<file path="src/hdl/crfs_pkg.sv">
`timescale 1ns / 1ps
// ----------------------------------------------------------------------------
// crfs_pkg: shared types and constants of the register file with status
// Access kind and size codes, field widths and status register bit positions.
// ----------------------------------------------------------------------------
package crfs_pkg;

  localparam int unsigned DATA_W    = 32;
  localparam int unsigned NUM_REGS  = 8;
  localparam int unsigned REG_IDX_W = 3;
  localparam int unsigned FLAG_W    = 5;
  localparam int unsigned MASK_W    = 3;

  typedef logic [2:0]           kind_t;
  typedef logic [1:0]           size_t;
  typedef logic [REG_IDX_W-1:0] reg_idx_t;
  typedef logic [DATA_W-1:0]    word_t;

  // Access kinds
  localparam kind_t KIND_RD_DATA = 3'd0;
  localparam kind_t KIND_WR_DATA = 3'd1;
  localparam kind_t KIND_RD_ADDR = 3'd2;
  localparam kind_t KIND_WR_ADDR = 3'd3;
  localparam kind_t KIND_RD_CCR  = 3'd4;
  localparam kind_t KIND_RD_SR   = 3'd5;
  localparam kind_t KIND_WR_CCR  = 3'd6;
  localparam kind_t KIND_WR_SR   = 3'd7;

  // Operand sizes; any other code acts as long
  localparam size_t SIZE_BYTE = 2'd0;
  localparam size_t SIZE_WORD = 2'd1;
  localparam size_t SIZE_LONG = 2'd2;

  // Status register layout
  localparam int unsigned SR_MASK_LSB  = 8;
  localparam int unsigned SR_SUP_BIT   = 13;
  localparam int unsigned SR_TRACE_BIT = 15;
  localparam int unsigned SR_W         = 16;

endpackage

</file>
<file path="src/hdl/crfs_if.sv">
`timescale 1ns / 1ps
// ----------------------------------------------------------------------------
// crfs_if: access and result channels of the register file with status
// Valid/ready channels; a transfer happens when valid and ready are both high.
// ----------------------------------------------------------------------------
interface crfs_in_if;
  import crfs_pkg::*;

  logic     valid;
  logic     ready;
  kind_t    kind;
  size_t    size;
  reg_idx_t reg_number;
  word_t    write_data;

  modport source (output valid, output kind, output size, output reg_number,
                  output write_data, input ready);
  modport sink   (input valid, input kind, input size, input reg_number,
                  input write_data, output ready);
endinterface

interface crfs_out_if;
  import crfs_pkg::*;

  logic  valid;
  logic  ready;
  word_t read_data;

  modport source (output valid, output read_data, input ready);
  modport sink   (input valid, input read_data, output ready);
endinterface

</file>
<file path="src/hdl/cpu_register_file_with_status.sv">
`timescale 1ns / 1ps
// ----------------------------------------------------------------------------
// cpu_register_file_with_status: data, address and status registers
// Eight data registers, eight address registers, inactive stack pointer and
// status register, accessed by byte, word or long with one result per access.
// ----------------------------------------------------------------------------
//  channel   direction  payload
//  in_ch     sink       kind, size, reg_number, write_data
//  out_ch    source     read_data (zero for writes)
//
//  One access per cycle sustained while out_ch is not stalled; each result
//  passes through the input register, then the result register.
//  Register state is updated when an access moves from the input register
//  into the result register, so back-to-back accesses see earlier writes.
//  Synchronous active-low reset clears all registers and flags.
//  A stalled result holds the result register and the input register; in_ch
//  stays ready while the input register is empty or about to advance.
// ----------------------------------------------------------------------------
module cpu_register_file_with_status (
  input  logic            clk,
  input  logic            rst_n,
  crfs_in_if.sink         in_ch,
  crfs_out_if.source      out_ch
);
  import crfs_pkg::*;

  // Input register
  logic     s1_valid_r;
  kind_t    s1_kind_r;
  size_t    s1_size_r;
  reg_idx_t s1_reg_r;
  word_t    s1_wdata_r;

  // Result register
  logic     out_valid_r;
  word_t    out_data_r;
  word_t    out_data_nxt;

  // Architectural state
  word_t             data_r [NUM_REGS];
  word_t             addr_r [NUM_REGS];
  word_t             osp_r;
  logic [FLAG_W-1:0] flags_r;
  logic [MASK_W-1:0] mask_r;
  logic              sup_r;
  logic              trace_r;

  logic  advance;
  logic  exec;
  word_t data_rd;
  word_t addr_rd;
  word_t data_wr_val;
  word_t addr_wr_val;
  word_t sr_val;
  logic  new_sup;

  assign advance      = !out_valid_r || out_ch.ready;
  assign exec         = s1_valid_r && advance;
  assign in_ch.ready  = !s1_valid_r || advance;
  assign out_ch.valid = out_valid_r;
  assign out_ch.read_data = out_data_r;

  assign data_rd = data_r[s1_reg_r];
  assign addr_rd = addr_r[s1_reg_r];
  assign new_sup = s1_wdata_r[SR_SUP_BIT];

  assign sr_val = {{(DATA_W-SR_W){1'b0}}, trace_r, 1'b0, sup_r, 2'b00, mask_r,
                   3'b000, flags_r};

  always_comb begin
    unique case (s1_size_r)
      SIZE_BYTE: data_wr_val = {data_rd[DATA_W-1:8], s1_wdata_r[7:0]};
      SIZE_WORD: data_wr_val = {data_rd[DATA_W-1:16], s1_wdata_r[15:0]};
      default:   data_wr_val = s1_wdata_r;
    endcase
  end

  always_comb begin
    unique case (s1_size_r)
      SIZE_BYTE: addr_wr_val = {{(DATA_W-8){s1_wdata_r[7]}}, s1_wdata_r[7:0]};
      SIZE_WORD: addr_wr_val = {{(DATA_W-16){s1_wdata_r[15]}}, s1_wdata_r[15:0]};
      default:   addr_wr_val = s1_wdata_r;
    endcase
  end

  always_comb begin
    out_data_nxt = '0;
    unique case (s1_kind_r)
      KIND_RD_DATA: begin
        unique case (s1_size_r)
          SIZE_BYTE: out_data_nxt = {{(DATA_W-8){1'b0}}, data_rd[7:0]};
          SIZE_WORD: out_data_nxt = {{(DATA_W-16){1'b0}}, data_rd[15:0]};
          default:   out_data_nxt = data_rd;
        endcase
      end
      KIND_RD_ADDR: begin
        unique case (s1_size_r)
          SIZE_BYTE: out_data_nxt = {{(DATA_W-8){addr_rd[7]}}, addr_rd[7:0]};
          SIZE_WORD: out_data_nxt = {{(DATA_W-16){addr_rd[15]}}, addr_rd[15:0]};
          default:   out_data_nxt = addr_rd;
        endcase
      end
      KIND_RD_CCR:  out_data_nxt = {{(DATA_W-FLAG_W){1'b0}}, flags_r};
      KIND_RD_SR:   out_data_nxt = sr_val;
      KIND_WR_DATA,
      KIND_WR_ADDR,
      KIND_WR_CCR,
      KIND_WR_SR:   out_data_nxt = '0;
      default:      out_data_nxt = '0;
    endcase
  end

  // Input register: load on transfer, drop when passed on
  always_ff @(posedge clk) begin
    if (!rst_n) begin
      s1_valid_r <= 1'b0;
    end else if (in_ch.ready) begin
      s1_valid_r <= in_ch.valid;
    end
  end

  always_ff @(posedge clk) begin
    if (in_ch.valid && in_ch.ready) begin
      s1_kind_r  <= in_ch.kind;
      s1_size_r  <= in_ch.size;
      s1_reg_r   <= in_ch.reg_number;
      s1_wdata_r <= in_ch.write_data;
    end
  end

  // Result register
  always_ff @(posedge clk) begin
    if (!rst_n) begin
      out_valid_r <= 1'b0;
    end else if (advance) begin
      out_valid_r <= s1_valid_r;
    end
  end

  always_ff @(posedge clk) begin
    if (exec) begin
      out_data_r <= out_data_nxt;
    end
  end

  // Register state updates
  always_ff @(posedge clk) begin
    if (!rst_n) begin
      for (int i = 0; i < NUM_REGS; i++) begin
        data_r[i] <= '0;
        addr_r[i] <= '0;
      end
      osp_r   <= '0;
      flags_r <= '0;
      mask_r  <= '0;
      sup_r   <= 1'b0;
      trace_r <= 1'b0;
    end else if (exec) begin
      unique case (s1_kind_r)
        KIND_WR_DATA: data_r[s1_reg_r] <= data_wr_val;
        KIND_WR_ADDR: addr_r[s1_reg_r] <= addr_wr_val;
        KIND_WR_CCR:  flags_r <= s1_wdata_r[FLAG_W-1:0];
        KIND_WR_SR: begin
          flags_r <= s1_wdata_r[FLAG_W-1:0];
          mask_r  <= s1_wdata_r[SR_MASK_LSB +: MASK_W];
          sup_r   <= new_sup;
          trace_r <= s1_wdata_r[SR_TRACE_BIT];
          // Mode change: swap active and inactive stack pointers
          if (new_sup != sup_r) begin
            addr_r[NUM_REGS-1] <= osp_r;
            osp_r              <= addr_r[NUM_REGS-1];
          end
        end
        KIND_RD_DATA,
        KIND_RD_ADDR,
        KIND_RD_CCR,
        KIND_RD_SR: ;
        default: ;
      endcase
    end
  end

`ifndef ASSERT_OFF
  a_exec_gives_result: assert property (@(posedge clk) disable iff (!rst_n)
    exec |=> out_valid_r)
    else $error("executed access produced no result");

  a_write_returns_zero: assert property (@(posedge clk) disable iff (!rst_n)
    exec && (s1_kind_r == KIND_WR_DATA || s1_kind_r == KIND_WR_ADDR ||
             s1_kind_r == KIND_WR_CCR || s1_kind_r == KIND_WR_SR)
    |=> out_data_r == '0)
    else $error("write access returned nonzero data");

  a_sp_swap: assert property (@(posedge clk) disable iff (!rst_n)
    exec && s1_kind_r == KIND_WR_SR && new_sup != sup_r
    |=> addr_r[NUM_REGS-1] == $past(osp_r) && osp_r == $past(addr_r[NUM_REGS-1]))
    else $error("stack pointers not swapped on mode change");

  a_sr_unused_zero: assert property (@(posedge clk) disable iff (!rst_n)
    exec && s1_kind_r == KIND_RD_SR
    |=> out_data_r[DATA_W-1:SR_W] == '0 && out_data_r[14] == 1'b0 &&
        out_data_r[12:11] == 2'b00 && out_data_r[7:5] == 3'b000)
    else $error("undefined status bits read as nonzero");

  a_stall_holds: assert property (@(posedge clk) disable iff (!rst_n)
    out_valid_r && !out_ch.ready |=> out_valid_r && $stable(out_data_r))
    else $error("stalled result changed");
`endif

endmodule
</file>
<file path="src/flat_wrapper.sv">
// flat-port wrapper written by rule: the top's interface ports become plain ports
module cpu_register_file_with_status_flat import crfs_pkg::*;
  (clk, rst_n, in_ch_valid, in_ch_kind, in_ch_size, in_ch_reg_number, in_ch_write_data, in_ch_ready, out_ch_valid, out_ch_read_data, out_ch_ready);
  crfs_in_if in_ch_i ();
  crfs_out_if out_ch_i ();
  input  logic clk;
  input  logic rst_n;
  input wire logic [$bits(in_ch_i.valid)-1:0] in_ch_valid;
  input wire logic [$bits(in_ch_i.kind)-1:0] in_ch_kind;
  input wire logic [$bits(in_ch_i.size)-1:0] in_ch_size;
  input wire logic [$bits(in_ch_i.reg_number)-1:0] in_ch_reg_number;
  input wire logic [$bits(in_ch_i.write_data)-1:0] in_ch_write_data;
  output wire logic [$bits(in_ch_i.ready)-1:0] in_ch_ready;
  output wire logic [$bits(out_ch_i.valid)-1:0] out_ch_valid;
  output wire logic [$bits(out_ch_i.read_data)-1:0] out_ch_read_data;
  input wire logic [$bits(out_ch_i.ready)-1:0] out_ch_ready;
  assign in_ch_i.valid = in_ch_valid;
  assign in_ch_i.kind = in_ch_kind;
  assign in_ch_i.size = in_ch_size;
  assign in_ch_i.reg_number = in_ch_reg_number;
  assign in_ch_i.write_data = in_ch_write_data;
  assign in_ch_ready = in_ch_i.ready;
  assign out_ch_valid = out_ch_i.valid;
  assign out_ch_read_data = out_ch_i.read_data;
  assign out_ch_i.ready = out_ch_ready;
  cpu_register_file_with_status u_core (.clk(clk), .rst_n(rst_n), .in_ch(in_ch_i), .out_ch(out_ch_i));
endmodule
</file>
<file path="config.mk">
export PLATFORM = sky130hd
export DESIGN_NAME = cpu_register_file_with_status_flat
export DESIGN_NICKNAME = d
export VERILOG_FILES = /design/src/hdl/crfs_pkg.sv /design/src/hdl/crfs_if.sv /design/src/hdl/cpu_register_file_with_status.sv /design/src/flat_wrapper.sv
export SDC_FILE = /design/constraint.sdc
export NUM_CORES = 1
export LEC_CHECK = 0
export BUFFER_PORTS_ARGS = -buffer_cell sky130_fd_sc_hd__buf_2
export CAP_MARGIN = 5
export CORE_UTILIZATION = 50
export DETAILED_ROUTE_END_ITERATION = 8
export GPL_ROUTABILITY_DRIVEN = 0
export PLACE_DENSITY = 0.69
export SYNTH_ARGS = -nofsm -noshare
export SYNTH_HDL_FRONTEND = slang
export SYNTH_SLANG_ARGS = --single-unit
</file>
<file path="constraint.sdc">
create_clock -name clk -period 2.5 [get_ports clk]
set_clock_uncertainty 0.05 [all_clocks]
set_input_delay 0.125 -clock clk [delete_from_list [all_inputs] [get_ports clk]]
set_output_delay 0.125 -clock clk [all_outputs]
set_load 0.02 [all_outputs]
</file>
==> impl_metrics.ini <==
[outcome]
run_status = finished, final reports clean

[cells_and_area]
insertedDiodeCount = 0
multi_input_area_sq_mm = 0.00812
layout.area.seq_sq_mm = 0.0185
fin_nets = 2017
number_of_fill_cells_in_the_layout = 4076
area.growth.synth_to_final_pct = 15.8
post_route_cells_drive_above_1_share_pct = 21.5
finalInstanceArea_sq_mm = 0.0316

[min_path]
hold_path.class = input port to register
hold_depth = 2
worst_hold_startpoint = in_ch_write_data[5]
worstHoldEndpoint = u_core.s1_wdata_r[5]

[clocking]
tritoncts = built
cts.htree.levels = 2
tritoncts.num_buffers = 61
postCtsSetupRepairBufs = 0
clk-insertion-delay-late_ns = 0.64
post_cts.resized_instances = 0
cts.path.max_buffers = 3
clock_tree.root_cell = sky130_fd_sc_hd__clkbuf_16
clock_sinks = 631
clk_pin_slew_ns = 0.06

[timing]
timing_max_transition_violations_final = 0
timing.setup.tns_ns = 0
clock.fmax_ghz = 0.431
finalHoldWorstSlack_ns = 0.142
timing.max_slew.rel_slack_pct = 29.2
final_period_minus_worst_setup_slack_ns = 2.32
final_min_period_over_clock_period_pct = 92.8
setup_violations = 0
final-hold-violation-count = 0
rsz0062_at_grt = no
max_slew.worst_pin.slew_ns = 1.06
post-route-worst-setup-slack_ns = 0.179

[setup_path]
worst_ep_required_time_ns = 2.90
critPathMaxFanout = 11
critical_path.n_buffers_inverters = 0
critical_path.cell_chain = or3b_1, nor2_1, nand4_1, o211ai_1
critPathArrivalTime_ns = 2.72
max_stage_delay_ns = 0.61
cpMaxStageDelayCell = sky130_fd_sc_hd__or3b_1
rr_startpoint = u_core.s1_kind_r[1]
classification_of_the_worst_setup_path = register to register
path_delay_family = simple AND/OR/NAND/NOR gates
worst-r2r-setup-slack_ns = 0.18
timing.reg2reg.worst_path_depth = 4
worstSetupStartpointType = register
worst_setup_path_end_kind = register
rr_endpoint = u_core.out_ch.read_data[13]

[floorplanning]
die_width_microns = 236
core-area_sq_mm = 0.0538
boundaryPins = 78
initial_utilization_pct = 50.7
std_cell_rows = 85
die-area_sq_mm = 0.0555
die_y_microns = 236

[synthesis]
net_count_after_synthesis = 1838
postSynthRegisterBits = 631
ys_dominant_reg_cell = sky130_fd_sc_hd__edfxtp_1
post_synth_main_area_contributors = sky130_fd_sc_hd__edfxtp_1, sky130_fd_sc_hd__mux4_2, sky130_fd_sc_hd__nor2_1
number_of_warnings_issued_by_yosys = 0
post_synth.cell_area_avg_sq_um = 15.2
netlist_instances = 1794
synthDistinctLibCells = 52
synth_enable_flop_cells = 584
synth.top_cell.area_share_pct = 64.3
synthesized_area_sq_mm = 0.0273
post_synth_arst_share_pct = 0
yosys.area.top_type = sky130_fd_sc_hd__edfxtp_1
synth_most_common_cell = sky130_fd_sc_hd__edfxtp_1
yosys-top-cells-count = sky130_fd_sc_hd__edfxtp_1, sky130_fd_sc_hd__nor2_1, sky130_fd_sc_hd__and2_1
post_synthesis_sequential_area_ratio_pct = 67.7

[route]
ant_nets = 0
drc_errors = 0
vias_per_cell = 6.10
drt_pass1_iterations = 7
via_count = 16568
avgRoutedWirePerCell_microns = 25.8
drt_first_iter_violations = 1743
routed_wl_mm = 70.1

[run]
max-cap-violations = 0

[global_route]
first_global_vias = 17097
grt_antenna_before_repair = 1
global_route.usage.total_pct = 25.5
largest_net_degree_at_the_start_of_global_routing = 65
gr_ovfl_total = 0
grt_pass1_wl_mm = 104

[power]
pwr_density_cell_mw_per_mm2 = 748
power_mw = 23.6
power.leakage_nw = 11.7
power.ir.vdd_worst_v = 0.000700

[placement]
detailed_place_hpwl_mm = 41.6
place_ws_ns = 0.245
place_area_sq_mm = 0.0291
port_buf_inserts = 77
layout make-up:
type / count / share of cell area (%)
flip-flops and latches: 631 / 58.5
repair buffers: 236 / 6.42
inverters: 4 / 0.0475
clock inverters: 25 / 0.879
multi-input cells: 1039 / 25.7
clock buffers: 86 / 5.68
well taps: 696 / 2.76
where the power goes:
part | internal (mW) | switching, mW | leakage (nW) | total [mW]
Combinational | 0.842 | 1.20 | 4.26 | 2.05
Clock | 5.58 | 3.93 | 1.03 | 9.51
Sequential | 11.9 | 0.201 | 6.39 | 12.1
Total | 18.3 | 5.33 | 11.7 | 23.6
cell families after synthesis:
logic type / Yosys count / share of synthesized area, %
AO/OA/AOI/OAI: 201 / 5.51
multiplexers: 220 / 13.9
XOR/XNOR: 1 / 0.0321
AND/OR/NAND/NOR: 617 / 10.3
buffers and inverters: 124 / 2.56
flip-flops: 631 / 67.7
how the worst max path moves through the flow:
stage	startpoint	slack, ns	endpoint	depth (start not counted)
after detailed placement	register	0.25	u_core.data_r[4][21]	5
after CTS	register	0.21	u_core.data_r[4][21]	5
after floorplan	u_core.s1_kind_r[0]	-0.04	u_core.addr_r[0][0]	6
after global placement	register	0.28	u_core.data_r[7][25]	5
after global routing	u_core.s1_size_r[0]	0.03	u_core.addr_r[7][26]	4
final	u_core.s1_kind_r[1]	0.18	u_core.out_ch.read_data[13]	4
per-stage QoR:
step	std cells	util, %
after CTS	2717	58.7
after floorplan	1794	-
final	2717	58.7
after detailed placement	2561	54.0
after global routing	2717	58.7
after global placement	2561	54.0
metal layers:
layer	track usage (%)	vias to the layer above	share of wire (%)	routed length, microns
li1	-	7160	-	-
met1	33.6	8425	39	27200
met2	41.7	845	49	34300
met3	5.87	136	9.3	6510
met4	8.81	2	2.9	2060
met5	0	-	0.016	11
flip-flops by register name, summed over array words and instances, names as in the netlist, named ones only:
name / count
u_core.addr_r: 256
u_core.data_r: 256
u_core.flags_r: 5
u_core.mask_r: 3
u_core.osp_r: 32
u_core.out_ch.read_data: 32
u_core.out_ch.valid: 1
u_core.s1_kind_r: 3
u_core.s1_reg_r: 3
u_core.s1_size_r: 2
u_core.s1_valid_r: 1
u_core.s1_wdata_r: 32
u_core.sup_r: 1
u_core.trace_r: 1
cell usage in the layout, fill, tap and decap left out, types with 24 or more instances in the layout:
master,instances
sky130_fd_sc_hd__dfxtp_1,44
sky130_fd_sc_hd__o22ai_1,24
sky130_fd_sc_hd__buf_12,27
sky130_fd_sc_hd__o2bb2ai_1,24
sky130_fd_sc_hd__mux2_2,27
sky130_fd_sc_hd__nand2_1,35
sky130_fd_sc_hd__a21oi_1,29
sky130_fd_sc_hd__buf_4,87
sky130_fd_sc_hd__and2_1,128
sky130_fd_sc_hd__dlygate4sd3_1,45
sky130_fd_sc_hd__mux2i_1,74
sky130_fd_sc_hd__a22o_1,40
sky130_fd_sc_hd__mux4_2,83
sky130_fd_sc_hd__clkbuf_16,63
sky130_fd_sc_hd__nor2_1,376
sky130_fd_sc_hd__buf_2,77
sky130_fd_sc_hd__edfxtp_1,584
repair_timing:
item	in CTS	in global routing
endpoints found under the hold margin	55	0
hold buffers	45	0
endpoints found under the setup margin	0	0
Note: power is estimated with default switching activity, not from simulation.
